`src/rtl/ptue_pkg.sv`:
```
// Shared types and constants for the particle table update engine.
package ptue_pkg;

    typedef enum logic [1:0] {
        MODE_SPAWN  = 2'd0,
        MODE_TICK   = 2'd1,
        MODE_LOOKUP = 2'd2,
        MODE_CLEAR  = 2'd3
    } t_mode;

    typedef enum logic [1:0] {
        ST_OK    = 2'd0,
        ST_FULL  = 2'd1,
        ST_MISS  = 2'd2,
        ST_SPARE = 2'd3
    } t_status;

    typedef enum logic [3:0] {
        S_IDLE,
        S_LK_RD,
        S_LK_CHK,
        S_TK_RD,
        S_TK_CHK,
        S_TK_CALC,
        S_TK_WR,
        S_MV_RD,
        S_MV_WR
    } t_state;

    typedef enum logic [2:0] {
        RK_DONE,
        RK_SPAWN,
        RK_FULL,
        RK_MISS,
        RK_FOUND
    } t_res_kind;

    typedef struct packed {
        logic [1:0]  mode;
        logic [63:0] pos_xy;
        logic [63:0] vel_xy;
        logic [63:0] acc_xy;
        logic [63:0] size_xy;
        logic [30:0] time_value;
        logic [31:0] rgba;
        logic        outlined;
        logic [31:0] lookup_id;
    } t_item;

    typedef struct packed {
        logic [1:0]  status;
        logic [31:0] particle_id;
        logic [63:0] cur_pos_xy;
        logic [63:0] cur_vel_xy;
        logic [63:0] cur_size_xy;
        logic [30:0] time_left;
        logic [31:0] cur_rgba;
        logic        cur_outlined;
        logic [8:0]  live_count;
    } t_result;

    typedef struct packed {
        logic [31:0] ident;
        logic [63:0] pos;
        logic [63:0] vel;
        logic [63:0] acc;
        logic [63:0] ext;
        logic [30:0] rem;
        logic [30:0] span;
        logic [7:0]  base;
        logic [31:0] tint;
        logic        halo;
    } t_entry;

    localparam int ENTRY_W = $bits(t_entry);
    localparam logic [3:0] CALC_STEPS = 4'd8;

    typedef struct packed {
        logic      ld_item;
        logic      spawn;
        logic      clear;
        logic      idx_clr;
        logic      idx_inc;
        logic      live_dec;
        logic      rd_idx;
        logic      rd_last;
        logic      wr_move;
        logic      wr_upd;
        logic      calc_init;
        logic      calc_step;
        logic      resp;
        t_res_kind res_kind;
    } t_cmd;

    typedef struct packed {
        logic full;
        logic idx_end;
        logic id_hit;
        logic dead;
        logic last_is_idx;
        logic calc_done;
    } t_stat;

endpackage

```
`src/rtl/ptue_ctrl.sv`:
```
// Controller state machine sequencing spawn, tick, lookup and clear items.
module ptue_ctrl (
    input  logic            i_clk,
    input  logic            i_rst_n,
    input  logic            start,
    input  logic [1:0]      i_mode,
    input  ptue_pkg::t_stat i_stat,
    output ptue_pkg::t_cmd  o_cmd,
    output logic            busy,
    output logic            o_done
);
    import ptue_pkg::*;

    t_state r_state, n_state;
    logic   r_done;

    always_ff @(posedge i_clk) begin
        if (!i_rst_n) begin
            r_state <= S_IDLE;
            r_done  <= 1'b0;
        end else begin
            r_state <= n_state;
            r_done  <= o_cmd.resp;
        end
    end

    assign busy   = (r_state != S_IDLE);
    assign o_done = r_done;

    always_comb begin
        n_state = r_state;
        o_cmd   = '0;
        o_cmd.res_kind = RK_DONE;
        unique case (r_state)
            S_IDLE: begin
                if (start) begin
                    o_cmd.ld_item = 1'b1;
                    o_cmd.idx_clr = 1'b1;
                    unique case (t_mode'(i_mode))
                        MODE_SPAWN: begin
                            o_cmd.resp = 1'b1;
                            if (i_stat.full) begin
                                o_cmd.res_kind = RK_FULL;
                            end else begin
                                o_cmd.spawn    = 1'b1;
                                o_cmd.res_kind = RK_SPAWN;
                            end
                        end
                        MODE_TICK:   n_state = S_TK_RD;
                        MODE_LOOKUP: n_state = S_LK_RD;
                        MODE_CLEAR: begin
                            o_cmd.clear = 1'b1;
                            o_cmd.resp  = 1'b1;
                        end
                        default: n_state = S_IDLE;
                    endcase
                end
            end
            S_LK_RD: begin
                if (i_stat.idx_end) begin
                    o_cmd.resp     = 1'b1;
                    o_cmd.res_kind = RK_MISS;
                    n_state        = S_IDLE;
                end else begin
                    o_cmd.rd_idx = 1'b1;
                    n_state      = S_LK_CHK;
                end
            end
            S_LK_CHK: begin
                if (i_stat.id_hit) begin
                    o_cmd.resp     = 1'b1;
                    o_cmd.res_kind = RK_FOUND;
                    n_state        = S_IDLE;
                end else begin
                    o_cmd.idx_inc = 1'b1;
                    n_state       = S_LK_RD;
                end
            end
            S_TK_RD: begin
                if (i_stat.idx_end) begin
                    o_cmd.resp = 1'b1;
                    n_state    = S_IDLE;
                end else begin
                    o_cmd.rd_idx = 1'b1;
                    n_state      = S_TK_CHK;
                end
            end
            S_TK_CHK: begin
                if (i_stat.dead) begin
                    o_cmd.live_dec = 1'b1;
                    n_state = i_stat.last_is_idx ? S_TK_RD : S_MV_RD;
                end else begin
                    o_cmd.calc_init = 1'b1;
                    n_state         = S_TK_CALC;
                end
            end
            S_TK_CALC: begin
                if (i_stat.calc_done) begin
                    n_state = S_TK_WR;
                end else begin
                    o_cmd.calc_step = 1'b1;
                end
            end
            S_TK_WR: begin
                o_cmd.wr_upd  = 1'b1;
                o_cmd.idx_inc = 1'b1;
                n_state       = S_TK_RD;
            end
            S_MV_RD: begin
                o_cmd.rd_last = 1'b1;
                n_state       = S_MV_WR;
            end
            S_MV_WR: begin
                o_cmd.wr_move = 1'b1;
                n_state       = S_TK_RD;
            end
            default: n_state = S_IDLE;
        endcase
    end
endmodule

```
`config.mk`:
```
export PLATFORM = sky130hd
export DESIGN_NAME = ptue_ctrl
export DESIGN_NICKNAME = d
export VERILOG_FILES = /design/src/rtl/ptue_pkg.sv /design/src/rtl/ptue_ctrl.sv
export SDC_FILE = /design/constraint.sdc
export NUM_CORES = 1
export LEC_CHECK = 0
export ABC_AREA = 1
export ABC_CLOCK_PERIOD_IN_PS = 1100
export BUFFER_PORTS_ARGS = -buffer_cell sky130_fd_sc_hd__buf_4
export CAP_MARGIN = 20
export CORE_MARGIN = 2
export CORE_UTILIZATION = 38
export CTS_BUF_LIST = sky130_fd_sc_hd__clkbuf_16
export DETAILED_ROUTE_END_ITERATION = 10
export PLACE_DENSITY = 0.83
export SYNTH_ARGS = -nofsm -noshare
export SYNTH_HDL_FRONTEND = slang
export SYNTH_SLANG_ARGS = --single-unit
```
`constraint.sdc`:
```
create_clock -name i_clk -period 1.1 [get_ports i_clk]
set_input_delay 0.11 -clock i_clk [delete_from_list [all_inputs] [get_ports i_clk]]
set_output_delay 0.11 -clock i_clk [all_outputs]
set_load 0.03 [all_outputs]
```
# --- Yosys cells after proc, flatten, opt, wreduce, memory -nomap -nowiden ---
# Index checks and enable logic that the tools add are counted.
word_totals:
  register_bits: 5
  input_bits: 11
  out_inout_bits: 18
  elab_cells: 59
classes:
  n_eq_ne: 14
  muxes: 36
  n_reduce_logical: 7
ops:
  columns: ["op", "count"]
  rows:
  - ["one-hot mux 4 bit (8 select lines)", 1]
  - ["2-to-1 mux 4 bit", 7]
  - ["2-to-1 mux 1 bit", 18]
  - ["equality test 4 x 3 -> 1 bit, second input constant", 4]
  - ["2-to-1 mux 3 bit", 4]
  - ["one-hot mux 3 bit (3 select lines)", 1]
  - ["equality test 4 x 2 -> 1 bit, second input constant", 2]
  - ["one-hot mux 4 bit (2 select lines)", 1]
  - ["OR reduction 2 bit", 3]
  - ["equality test 2 bit, second input constant", 2]
  - ["equality test 4 x 1 -> 1 bit, second input constant", 1]
  - ["equality test 4 bit, second input constant", 1]
  - ["logical NOT 4 bit", 1]
  - ["2-to-1 mux 2 bit", 2]
  - ["inequality test 2 bit, second input constant", 2]
  - ["one-hot mux 1 bit (4 select lines)", 1]
  - ["nonzero test 4 bit", 1]
  - ["inequality test 3 x 1 -> 1 bit, second input constant", 1]
  - ["AND reduction 3 bit", 1]
  - ["equality test 2 x 1 -> 1 bit, second input constant", 1]
  - ["logical NOT 2 bit", 1]
  - ["one-hot mux 1 bit (2 select lines)", 1]

# --- Depth between registers and ports, before layout ---
# Gate-level depths: netlist of the first run.
logic_depth:
  ltp_word: 5
  depth_mapped: 8
  depth_no_buf: 8

# --- Least setup slack after synthesis of the first run ---
# No wires, ideal clock.
synth_timing:
  kind: "reg-to-output"
  start: "register r_state[2]"
  end: "output port o_cmd[0] in the netlist's numbering"
  t_arrival_ps: 1705
  t_required_ps: 990
  slack_ps: -715
  path_stages_with_launch: 6
  path_buffers: 0
  cell_sequence: "dfxtp_1 > nor2_4 > nand2_2 > nor2_2 > nand2_1 > o21ai_1"
synth_lines:
  columns: ["item", "line_no", "text"]
  rows:
  - ["start, declared", "ptue_ctrl.sv:14", "t_state r_state, n_state;"]
  - ["start signal, assigned", "ptue_ctrl.sv:22", "r_state <= n_state;"]
  - ["end, declared", "ptue_ctrl.sv:8", "output ptue_pkg::t_cmd o_cmd,"]

==> impl_results.rst, run 1 <==
.. list-table::
   :header-rows: 1

   * - Metric
     - Value
   * - Result of the run
     - finished, violations left
   * - Violations in the final reports
     - negative setup slack
   * - Die Area
     - between 0.0015 and 0.002 mm^2
   * - Floorplan die height
     - 40.8 um
   * - Fmax
     - around 0.65 GHz
   * - Pin count of the biggest net entering global routing
     - 8
   * - Ant diodes
     - 0
   * - Beginning of the worst hold path
     - i_rst_n
   * - Total wire length after detailed routing
     - roughly 3300 um
   * - Number of distinct library cell variants in the gate-level netlist after synthesis
     - 21
   * - GR Layer Usage met2
     - 0.543
   * - Tmin final
     - 1530 ps
   * - Leading cell type in the layout, fill and taps excluded
     - sky130_fd_sc_hd__buf_4
   * - Syn Nets
     - 97
   * - Global-route congestion overflow total
     - 0
   * - Worst-path maximum fanout
     - 3
   * - Post-CTS Hold Buffers
     - 0
   * - Master cell of the clock root buffer
     - sky130_fd_sc_hd__clkbuf_16
   * - Synth Register Bits
     - 5
   * - Total power per unit cell area
     - 1230 mW/mm^2
   * - TritonCTS clock tree
     - yes
   * - CP required
     - between 900 and 1000 ps
   * - CP Cell Sequence
     - inv_2 > nor2_4 > inv_2 > nor3_2 > inv_2 > nor2_4 > buf_6
   * - Startpoint types
     - flop
   * - First-pass iteration count of the detailed router
     - 4
   * - # placed instances
     - ~140
   * - CP endpoint kind
     - output port
   * - Arrival time of the worst setup path
     - around 1400 ps
   * - Effective utilization at floorplan
     - 0.401
   * - Seq/Total Area, Yosys
     - 0.194
   * - Clock slew at reported path FFs
     - 40 ps
   * - Detail Placement HPWL
     - 1390 um
   * - Overall power after layout
     - 1.51 mW
   * - Minimum setup slack in the final design
     - -434 ps
   * - Commonest non-fill, non-tap cells in the layout
     - sky130_fd_sc_hd__buf_4, sky130_fd_sc_hd__buf_6, sky130_fd_sc_hd__inv_1, sky130_fd_sc_hd__nand2_1, sky130_fd_sc_hd__nor2_4
   * - Number of nets with antenna violations after detailed routing
     - 0
   * - Post-route setup TNS
     - -6120 ps
   * - Fraction of met1 tracks used by global routing
     - 0.338
   * - Post-synth design cell area
     - 515 um^2
   * - Die extent in x
     - 40.8 um
   * - H-tree levels
     - 1
   * - Clk sinks
     - 5
   * - GR met3 Demand/Resource
     - 0.103
   * - Gate count after technology mapping
     - slightly above 80
   * - Average via count per standard cell
     - 5.99
   * - Fraction of the cycle the final worst path needs
     - 1.39
   * - Class of the worst hold path
     - in2reg
   * - Delay of the slowest cell on the worst path
     - 380 ps
   * - Source of the critical timing path
     - r_state[2]
   * - Fin cells
     - between 150 and 200
   * - Initial drt markers
     - 42
   * - Unrepaired setup endpoints after global routing
     - true
   * - Total routing usage reported by global routing
     - 0.318
   * - Final Max Tran Viols
     - 0
   * - Slew headroom
     - 0.803
   * - Total number of nets in the final design
     - 152
   * - Antenna violations before repair
     - 0
   * - Core area
     - 0.00128 mm^2
   * - Total via count in the routed design
     - 905
   * - Routing layer with the top usage in global route
     - met2
   * - Insertion delay of the later-clocked pin in the worst-skew pair
     - approximately 240 ps
   * - Num rows
     - 13
   * - Area growth from synthesis to layout
     - 138%
   * - Leakage power figure
     - 0.659 nW
   * - Remaining design rule violation count
     - 0
   * - Ports placed on the boundary
     - 29
   * - Startpoint of the worst-slack reg-to-reg timing path
     - r_state[2]
   * - Worst Tran Pin Value
     - 293 ps
   * - Max IR drop VDD
     - around 0.0013 V
   * - Routability cong.
     - 0.879
   * - Pre-CTS setup slack
     - -190 ps
   * - Total CTS buffers
     - 3
   * - Mean instance size in the synthesized netlist
     - 6.29 um^2
   * - Wire length of the first global-routing pass
     - roughly 3300 um
   * - Start-to-end type of the worst setup path
     - reg2out
   * - Worst-path cell with the longest stage delay
     - sky130_fd_sc_hd__dfxtp_4
   * - Share of post-route cells with drive strength above 1
     - 0.684
   * - Crit-path most repeated cell
     - sky130_fd_sc_hd__inv_2
   * - Number of global-route vias before repair
     - approximately 750
   * - Final hold violation count
     - 0
   * - Yosys warnings
     - 0
   * - Final setup violation count
     - 22
   * - Final setup skew
     - 9.87 ps
   * - Routed wirelength normalized by instance count
     - 22.1 um
   * - Count of buffers from port buffering
     - 28
   * - Max-cap violations
     - 0
   * - Maximum count of clock buffers along a single path
     - 2
## path summary, 6_finish.rpt
| path | to | slack [ps] | depth (start not counted) |
|---|---|---|---|
| worst max-delay path | o_cmd[10] | -430 | 7 |
| worst max register to register | r_state[1] | -250 | 7 |
| worst min register to register | r_state[3] | 690 | 3 |
| worst min-delay path | o_done | 110 | 3 |
## sequential cells by signal, indices dropped and copies added (netlist names)
name and cells:
r_state 4, o_done 1
## through the flow
stage	utilization	hold slack (ps)	instance area, um^2
finish	0.956	114	1230
global route	0.956	152	1230
CTS	0.912	86.2	1170
detailed placement	0.759	326	976
global placement	0.759	308	976
floorplan	-	207	599
## cell usage after synthesis
master	instances	area share
sky130_fd_sc_hd__o211ai_1	2	0.029
sky130_fd_sc_hd__inv_1	16	0.12
sky130_fd_sc_hd__a21oi_1	1	0.0097
sky130_fd_sc_hd__or2_2	1	0.012
sky130_fd_sc_hd__ha_1	4	0.097
sky130_fd_sc_hd__nor4_4	1	0.041
sky130_fd_sc_hd__nand2_2	1	0.012
sky130_fd_sc_hd__nand2_1	15	0.11
sky130_fd_sc_hd__o21ai_1	2	0.019
sky130_fd_sc_hd__nand3b_1	1	0.015
sky130_fd_sc_hd__dfxtp_1	5	0.19
sky130_fd_sc_hd__nor2_2	3	0.036
sky130_fd_sc_hd__nand4_1	1	0.012
sky130_fd_sc_hd__nor2_4	2	0.044
sky130_fd_sc_hd__nand3_1	9	0.087
sky130_fd_sc_hd__nor3_1	2	0.019
sky130_fd_sc_hd__o211ai_2	1	0.024
sky130_fd_sc_hd__buf_4	1	0.015
sky130_fd_sc_hd__nor2_1	9	0.066
sky130_fd_sc_hd__nor4_1	1	0.012
sky130_fd_sc_hd__inv_2	4	0.029
## worst max-delay path, delay by kind of cell (launching register included)
family / cells / cell delay (ps)
buffers and inverters: 4 / 370
DFF: 1 / 380
and+or+nand+nor: 3 / 420
## metal layers
metal / vias to the layer above / part of all wire / wire length, um
met5: - / 0 / 0
met4: 0 / 0.070 / 235
met3: 33 / 0.11 / 353
met2: 89 / 0.47 / 1570
met1: 418 / 0.35 / 1180
li1: 365 / - / -
## cell type report
class | instances | area [um^2]
Timing Repair Buffer | 51 | 470
Clock inverter | 1 | 3.75
Tap cell | 15 | 18.8
Clock buffer | 3 | 75.1
Fill cell | 34 | 56.3
Multi-Input combinational cell | 56 | 463
Inverter | 20 | 82.6
Sequential cell | 5 | 115
## what timing repair did
action                                  in CTS  in global routing
setup buffers                                3                  2
gates resized for setup                     28                 16
endpoints found under the setup margin      20                 21
pin swaps                                   10                  5
## cells by family after synthesis
family          synth area share
simple gates               0.466
buf+inv                    0.160
compound gates            0.0825
flops                      0.194
fa+ha+maj                 0.0971
## where the power goes
part / switching, mW / internal [mW] / total, mW
Clock: 0.165 / 0.475 / 0.640
Sequential: 0.0224 / 0.194 / 0.216
Combinational: 0.381 / 0.277 / 0.658
Total: 0.569 / 0.946 / 1.51
Note: power is estimated with default switching activity, not from simulation.
==> inputs of run 2 (changes only) <==
--- a/config.mk
+++ b/config.mk
@@ -14,6 +14,7 @@
 export CTS_BUF_LIST = sky130_fd_sc_hd__clkbuf_16
 export DETAILED_ROUTE_END_ITERATION = 10
 export PLACE_DENSITY = 0.83
+export RECOVER_POWER = 50
 export SYNTH_ARGS = -nofsm -noshare
 export SYNTH_HDL_FRONTEND = slang
 export SYNTH_SLANG_ARGS = --single-unit
==> run 2 against run 1 <==
  * The run still ends with negative setup slack left
  * First-iteration DRC count did not move
  * Worst hold slack worse by 1.9 ps
  * Combinational power is essentially flat
  * Cell count unchanged
  * Setup slack better by 2.4 ps
  * Total power about the same
  * Wire length is 0.42% higher
  * Core utilization fell by 0.19 points
  * Clock skew about the same
  * Non-clock buffer count did not move
  * Die area stayed put
==> impl_results.rst, run 2 (same netlist as run 1, synthesis figures left out) <==
.. list-table::
   :header-rows: 1

   * - Metric
     - Value
   * - Share of post-route cells with drive strength above 1
     - 0.684
   * - Clock slew at reported path FFs
     - 40 ps
   * - Commonest non-fill, non-tap cells in the layout
     - sky130_fd_sc_hd__buf_4, sky130_fd_sc_hd__buf_6, sky130_fd_sc_hd__inv_1, sky130_fd_sc_hd__nand2_1, sky130_fd_sc_hd__nor2_4
   * - Final hold violation count
     - 0
   * - Total routing usage reported by global routing
     - 0.318
   * - Routability cong.
     - a little under 0.9
   * - Start-to-end type of the worst setup path
     - reg2out
   * - Count of buffers from port buffering
     - 28
   * - Unrepaired setup endpoints after global routing
     - true
   * - Fin util
     - 0.954
   * - Fmax
     - 0.653 GHz
   * - Fraction of the cycle the final worst path needs
     - 1.39
   * - Post-route design area
     - 0.00123 mm^2
   * - Average via count per standard cell
     - 5.93
   * - Final setup skew
     - 10.3 ps
   * - Leading cell type in the layout, fill and taps excluded
     - sky130_fd_sc_hd__buf_4
   * - TritonCTS clock tree
     - yes
   * - Ports placed on the boundary
     - 29
   * - Number of global-route vias before repair
     - approximately 750
   * - Maximum count of clock buffers along a single path
     - 2
   * - Antenna violations before repair
     - 0
   * - H-tree levels
     - 1
   * - First-pass iteration count of the detailed router
     - 4
   * - Slew headroom
     - 0.810
   * - Die Area
     - 0.00167 mm^2
   * - Core area
     - 0.00128 mm^2
   * - Routed wirelength normalized by instance count
     - 22.2 um
   * - Startpoint types
     - flop
   * - Arrival time of the worst setup path
     - 1420 ps
   * - Worst-path cell with the longest stage delay
     - sky130_fd_sc_hd__dfxtp_4
   * - CP Cell Sequence
     - inv_2 > nor2_4 > inv_2 > nor3_2 > inv_2 > nor2_4 > buf_6
   * - Pin count of the biggest net entering global routing
     - 8
   * - Violations in the final reports
     - negative setup slack
   * - Max IR drop VDD
     - 0.00129 V
   * - Final setup violation count
     - 22
   * - Flip-flop count of the largest register, all copies and words added
     - 4
   * - Insertion delay of the later-clocked pin in the worst-skew pair
     - 240 ps
   * - Tmin final
     - 1530 ps
   * - Number of nets with antenna violations after detailed routing
     - 0
   * - Max-cap violations
     - 0
   * - Total wire length after detailed routing
     - 3360 um
   * - Worst-path maximum fanout
     - 3
   * - Crit-path most repeated cell
     - sky130_fd_sc_hd__inv_2
   * - Detail Placement HPWL
     - 1390 um
   * - Master cell of the clock root buffer
     - sky130_fd_sc_hd__clkbuf_16
   * - CP endpoint kind
     - output port
   * - Post-CTS Hold Buffers
     - 0
   * - Floorplan die height
     - approximately 41 um
   * - Result of the run
     - finished, violations left
   * - Die extent in x
     - roughly 40 um
   * - Clk sinks
     - 5
   * - Area growth from synthesis to layout
     - 138%
   * - Total number of nets in the final design
     - around 150
   * - CP required
     - around 1000 ps
   * - Top register by number of flip-flops
     - r_state
   * - Worst Tran Pin Value
     - 283 ps
   * - Final Max Tran Viols
     - 0
   * - Placed instance area
     - a little under 0.001 mm^2
   * - Global-route congestion overflow total
     - 0
   * - Total CTS buffers
     - 3
   * - Remaining design rule violation count
     - 0
   * - Total via count in the routed design
     - 895
   * - Num rows
     - 13
   * - Effective utilization at floorplan
     - 0.401
   * - Initial drt markers
     - 42
   * - Wire length of the first global-routing pass
     - 3310 um
   * - Ant diodes
     - 0
   * - Delay of the slowest cell on the worst path
     - 380 ps
   * - CP delay by family, top
     - simple AND/OR/NAND/NOR gates
   * - Minimum setup slack in the final design
     - -431 ps
   * - Total power per unit cell area
     - between 1000 and 1500 mW/mm^2
   * - Leakage power figure
     - approximately 0.66 nW
   * - Class of the worst hold path
     - in2reg
   * - Critical path buffers and inverters
     - 4
run 2: cell count changes in the layout (fill, tap and decap cells not counted), sizes merged:
| cell | change |
|---|---|
| buf | -1 |
| clkbuf | +1 |
run 2: stage by stage:
stage | worst slack (ps) | instances | total power, mW | hold WS (ps) | TNS, ps
2_1_floorplan | -344 | 82 | 0.503 | 207 | -1680
3_3_place_gp | -178 | 143 | 0.726 | 308 | -549
3_5_place_dp | -190 | 143 | 0.744 | 326 | -1040
4_1_cts | -290 | 150 | 1.42 | 86.2 | -4080
5_1_grt | -443 | 151 | 1.55 | 152 | -6750
6_report | -431 | 151 | 1.51 | 112 | -6070
run 2: final timing paths:
check | startpoint | to | slack, ps | depth (start not counted)
setup / recovery | r_state[2] | o_cmd[10] | -430 | 7
hold reg to reg | r_state[1] | r_state[3] | 680 | 3
hold / removal | i_rst_n | o_done | 110 | 3
setup reg to reg | r_state[2] | r_state[1] | -250 | 7
run 2: tightest hold or removal path, delay by kind of cell:
family,cells,cell delay (ps)
and+or+nand+nor,1,60
buffers and inverters,2,150
run 2: area by class of cell:
class / instances / area, um^2
Inverter: 20 / 82.6
Clock buffer: 3 / 75.1
Fill cell: 35 / 58.8
Clock inverter: 1 / 3.75
Timing Repair Buffer: 51 / 468
Sequential cell: 5 / 115
Multi-Input combinational cell: 56 / 463
Tap cell: 15 / 18.8
run 2: repair_timing:
| action | CTS | global route |
|---|---|---|
| pin swaps | 10 | 5 |
| setup buffers | 3 | 2 |
| setup endpoints to repair | 20 | 21 |
| gates resized for setup | 28 | 16 |
run 2: metal layers:
metal,track usage,routed length (um),vias to the layer above
met1,0.338,1230,414
met4,0.183,236,0
met2,0.543,1570,78
li1,-,-,367
met5,0,0,-
met3,0.103,320,36
run 2: report_power, final:
part	switching [mW]	internal [mW]	total, mW
registers	0.0230	0.194	0.217
logic	0.383	0.274	0.657
clock network	0.164	0.475	0.640
total	0.570	0.943	1.51
==> inputs of run 3 (changes only) <==
--- a/config.mk
+++ b/config.mk
@@ -15,6 +15,7 @@
 export DETAILED_ROUTE_END_ITERATION = 10
 export PLACE_DENSITY = 0.83
 export RECOVER_POWER = 50
+export SETUP_SLACK_MARGIN = 0.2
 export SYNTH_ARGS = -nofsm -noshare
 export SYNTH_HDL_FRONTEND = slang
 export SYNTH_SLANG_ARGS = --single-unit
==> run 3 against run 2 <==
  * Area after synthesis stayed put
  * Synthesized cell count is the same
  * The flow now stops in clock tree synthesis (4_1_cts)
==> impl_results.rst, run 3 <==
.. list-table::
   :header-rows: 1

   * - Metric
     - Value
   * - Result of the run
     - stopped before the end
   * - Stopping stage
     - clock tree synthesis (4_1_cts)
   * - Tool error
     - [ERROR DPL-0038] Utilization greater than 100%, impossible to legalize
   * - Syn Nets
     - 97
   * - Gate count after technology mapping
     - 82
   * - Mean instance size in the synthesized netlist
     - between 6 and 7 um^2
   * - Share of the synthesized area in the top cell type
     - 0.194
   * - Most area-consuming cells after synthesis
     - sky130_fd_sc_hd__dfxtp_1, sky130_fd_sc_hd__inv_1, sky130_fd_sc_hd__nand2_1
   * - Detail Placement HPWL
     - 1450 um
   * - Number of distinct library cell variants in the gate-level netlist after synthesis
     - 21
   * - Count of buffers from port buffering
     - 28
   * - Num rows
     - 13
   * - Floorplan die height
     - approximately 41 um
   * - Seq/Total Area, Yosys
     - 0.194
   * - Pre-CTS setup slack
     - -215 ps
   * - Ports placed on the boundary
     - 29
   * - Synth Register Bits
     - 5
   * - Die extent in x
     - 40.8 um
   * - Most frequent cells after synthesis
     - sky130_fd_sc_hd__inv_1, sky130_fd_sc_hd__nand2_1, sky130_fd_sc_hd__nand3_1, sky130_fd_sc_hd__nor2_1, sky130_fd_sc_hd__dfxtp_1
   * - Cell type with the highest aggregate area in the netlist
     - sky130_fd_sc_hd__dfxtp_1
   * - CTS resizes
     - 45
   * - Setup Buffers After CTS
     - 5
   * - Library cell with the highest instance count after synthesis
     - sky130_fd_sc_hd__inv_1
   * - Number of synthesized flops with an enable pin
     - 0
   * - Post-synth design cell area
     - a little over 500 um^2
   * - Yosys warnings
     - 0
   * - Effective utilization at floorplan
     - 0.401
   * - Total CTS buffers
     - 3
   * - Routability cong.
     - between 0.8 and 0.9
   * - Share of flip-flops with an asynchronous set or reset
     - 0
   * - Master cell of the clock root buffer
     - sky130_fd_sc_hd__clkbuf_16
   * - Maximum count of clock buffers along a single path
     - 2
   * - Post-CTS Hold Buffers
     - 0
   * - H-tree levels
     - 1
   * - Dominant register cell in the synthesized netlist
     - sky130_fd_sc_hd__dfxtp_1
   * - Clk sinks
     - 5
run 3: cell counts after synthesis:
No cell type changed its count.
run 3: cells by family after synthesis:
logic type | Yosys count | synth area share
flip-flops | 5 | 0.194
adder cells (fa/ha/maj) | 4 | 0.0971
AO/OA/AOI/OAI | 6 | 0.0825
buffers and inverters | 21 | 0.160
AND/OR/NAND/NOR | 46 | 0.466
run 3: per-stage QoR:
stage | cells | setup TNS [ps] | cell area, um^2 | util
after detailed placement | 144 | -936 | 1020 | 0.797
after global placement | 144 | -553 | 1020 | 0.797
after floorplan | 82 | -1690 | 641 | -
==> inputs of run 4 (changes only) <==
==> config.mk (replaced) <==
export PLATFORM = sky130hd
export DESIGN_NAME = ptue_ctrl
export DESIGN_NICKNAME = d
export VERILOG_FILES = /design/src/rtl/ptue_pkg.sv /design/src/rtl/ptue_ctrl.sv
export SDC_FILE = /design/constraint.sdc
export NUM_CORES = 1
export LEC_CHECK = 0
export ABC_AREA = 1
export ABC_CLOCK_PERIOD_IN_PS = 1400
export BUFFER_PORTS_ARGS = -buffer_cell sky130_fd_sc_hd__buf_4
export CAP_MARGIN = 20
export CORE_AREA = 2 2 63 65
export DETAILED_ROUTE_END_ITERATION = 10
export DIE_AREA = 0 0 65 67
export PLACE_DENSITY_LB_ADDON = 0.15
export RECOVER_POWER = 50
export SYNTH_ARGS = -nofsm -noshare
export SYNTH_HDL_FRONTEND = slang
export SYNTH_SLANG_ARGS = --single-unit
==> constraint.sdc (replaced) <==
create_clock -name i_clk -period 1.4 [get_ports i_clk]
set_input_delay 0.14 -clock i_clk [delete_from_list [all_inputs] [get_ports i_clk]]
set_output_delay 0.14 -clock i_clk [all_outputs]
set_load 0.03 [all_outputs]
==> run 4 against run 3 <==
  * The flow now finishes, with violations (negative setup slack)
==> impl_results.rst, run 4 (same netlist as run 1, synthesis figures left out) <==
.. list-table::
   :header-rows: 1

   * - Metric
     - Value
   * - Clock slew at reported path FFs
     - roughly 30 ps
   * - Area growth from synthesis to layout
     - 103%
   * - WL met1
     - roughly 710 um
   * - Ant diodes
     - 0
   * - CP required
     - ~1300 ps
   * - Arrival time of the worst setup path
     - ~1300 ps
   * - Startpoint types
     - flop
   * - Filler Cells Inserted
     - 400
   * - Met2 layer wire length in the routed design
     - 725 um
   * - Worst-path maximum fanout
     - 4
   * - Pin count of the biggest net entering global routing
     - 8
   * - Slew headroom
     - 0.757
   * - Effective utilization at floorplan
     - 0.143
   * - Fin cells
     - 176
   * - Leading cell type in the layout, fill and taps excluded
     - sky130_fd_sc_hd__buf_4
   * - Total via count in the routed design
     - about 650
   * - Amount of wire on met3 after detailed routing
     - around 150 um
   * - Total routing usage reported by global routing
     - 0.0754
   * - Routed wirelength normalized by instance count
     - approximately 9 um
   * - Antenna violations before repair
     - 0
   * - Worst Tran Pin Value
     - 366 ps
   * - Total wire length after detailed routing
     - 1610 um
   * - Num rows
     - 22
   * - Final Max Tran Viols
     - 0
   * - Ports placed on the boundary
     - 29
   * - Core area
     - 0.00361 mm^2
   * - Final setup violation count
     - 2
   * - Start-to-end type of the worst setup path
     - reg2out
   * - Fraction of the cycle the final worst path needs
     - 1.02
   * - Floorplan die height
     - about 67 um
   * - Master cell of the clock root buffer
     - sky130_fd_sc_hd__clkbuf_8
   * - Unrepaired setup endpoints after global routing
     - true
   * - Pre-CTS setup slack
     - 12.8 ps
   * - Wire length of the first global-routing pass
     - approximately 2500 um
   * - Global-route congestion overflow total
     - 0
   * - Max IR drop VDD
     - 0.000538 V
   * - CP endpoint kind
     - output port
   * - Top register by number of flip-flops
     - r_state
   * - First-pass iteration count of the detailed router
     - 3
   * - Result of the run
     - finished, violations left
   * - Detail Placement HPWL
     - about 1300 um
   * - Max-cap violations
     - 0
   * - Final setup skew
     - ~0.1 ps
   * - Minimum setup slack in the final design
     - -30.7 ps
   * - # placed instances
     - ~160
   * - Number of global-route vias before repair
     - between 600 and 700
   * - Total number of nets in the final design
     - 144
   * - Remaining design rule violation count
     - 0
   * - TritonCTS clock tree
     - yes
   * - Fin util
     - 0.290
   * - Count of buffers from port buffering
     - 28
   * - Clk sinks
     - 5
   * - Class of the worst hold path
     - in2reg
   * - Total power per unit cell area
     - slightly below 800 mW/mm^2
   * - Number of nets with antenna violations after detailed routing
     - 0
   * - Die extent in x
     - 65 um
   * - Total CTS buffers
     - 3
   * - Flip-flop count of the largest register, all copies and words added
     - 4
   * - Routability cong.
     - 0.722
   * - Uppermost signal routing layer after detailed routing
     - met4
   * - Tmin final
     - 1430 ps
   * - Violations in the final reports
     - negative setup slack
   * - Final hold violation count
     - 0
   * - Maximum count of clock buffers along a single path
     - 2
   * - H-tree levels
     - 1
   * - Initial drt markers
     - 8
   * - Die Area
     - 0.00436 mm^2
   * - Insertion delay of the later-clocked pin in the worst-skew pair
     - approximately 220 ps
   * - Commonest non-fill, non-tap cells in the layout
     - sky130_fd_sc_hd__buf_4, sky130_fd_sc_hd__inv_1, sky130_fd_sc_hd__nand2_1, sky130_fd_sc_hd__buf_6, sky130_fd_sc_hd__nor2_1
   * - Average via count per standard cell
     - 3.71
   * - Share of post-route cells with drive strength above 1
     - 0.563
   * - Leakage power figure
     - 0.579 nW
   * - Fmax
     - 0.699 GHz
run 4: final timing paths:
kind,slack [ps],from,end,cells after the start
worst max-delay path,-30,r_state[2],o_cmd[0],6
worst min-delay path,130,i_rst_n,r_state[2],3
worst max register to register,190,r_state[0],r_state[0],8
worst min register to register,610,r_state[0],r_state[3],2
run 4: worst max-delay path: stages, from the launching register on:
cell,delay (ps)
sky130_fd_sc_hd__dfxtp_4,350
sky130_fd_sc_hd__nor2_4,140
sky130_fd_sc_hd__nand2_4,80
sky130_fd_sc_hd__nor2_4,130
sky130_fd_sc_hd__nand2_4,80
sky130_fd_sc_hd__o21ai_4,140
sky130_fd_sc_hd__buf_6,140
run 4: routing by layer:
metal | global-route usage | vias up
met1 | 0.0895 | 280
met2 | 0.128 | 25
met5 | 0 | -
li1 | - | 346
met4 | 0.0239 | 0
met3 | 0.0253 | 2
run 4: per-stage QoR:
stage / hold slack (ps) / power (mW) / cell area [um^2] / TNS [ps]
after floorplan: 238 / 0.391 / 567 / -81.4
after global placement: 350 / 0.518 / 860 / 0
after detailed placement: 357 / 0.518 / 860 / 0
after CTS: 127 / 0.823 / 997 / -66.5
after global routing: 139 / 0.883 / 1050 / -546
final: 128 / 0.833 / 1050 / -50.6
run 4: cell type report:
type / instances / area (um^2) / share of cell area
Multi-Input combinational cell: 56 / 402 / 0.384
Timing Repair Buffer: 43 / 353 / 0.337
Sequential cell: 5 / 113 / 0.108
Inverter: 20 / 75.1 / 0.0717
Tap cell: 48 / 60.1 / 0.0573
Clock buffer: 4 / 45.0 / 0.0430
run 4: where the power goes:
group          total (mW)  switching, mW  leakage, nW  internal [mW]
Combinational       0.397          0.221        0.512          0.176
Clock               0.264         0.0691       0.0228          0.195
Sequential          0.171         0.0172       0.0435          0.154
Total               0.833          0.307        0.579          0.525
run 4: timing repair:
item / CTS / global route
resized for setup: 10 / 11
buffers inserted: 8 / 3
setup endpoints to repair: 13 / 13
hold buffers: 0 / 0
pin swaps: 6 / 2
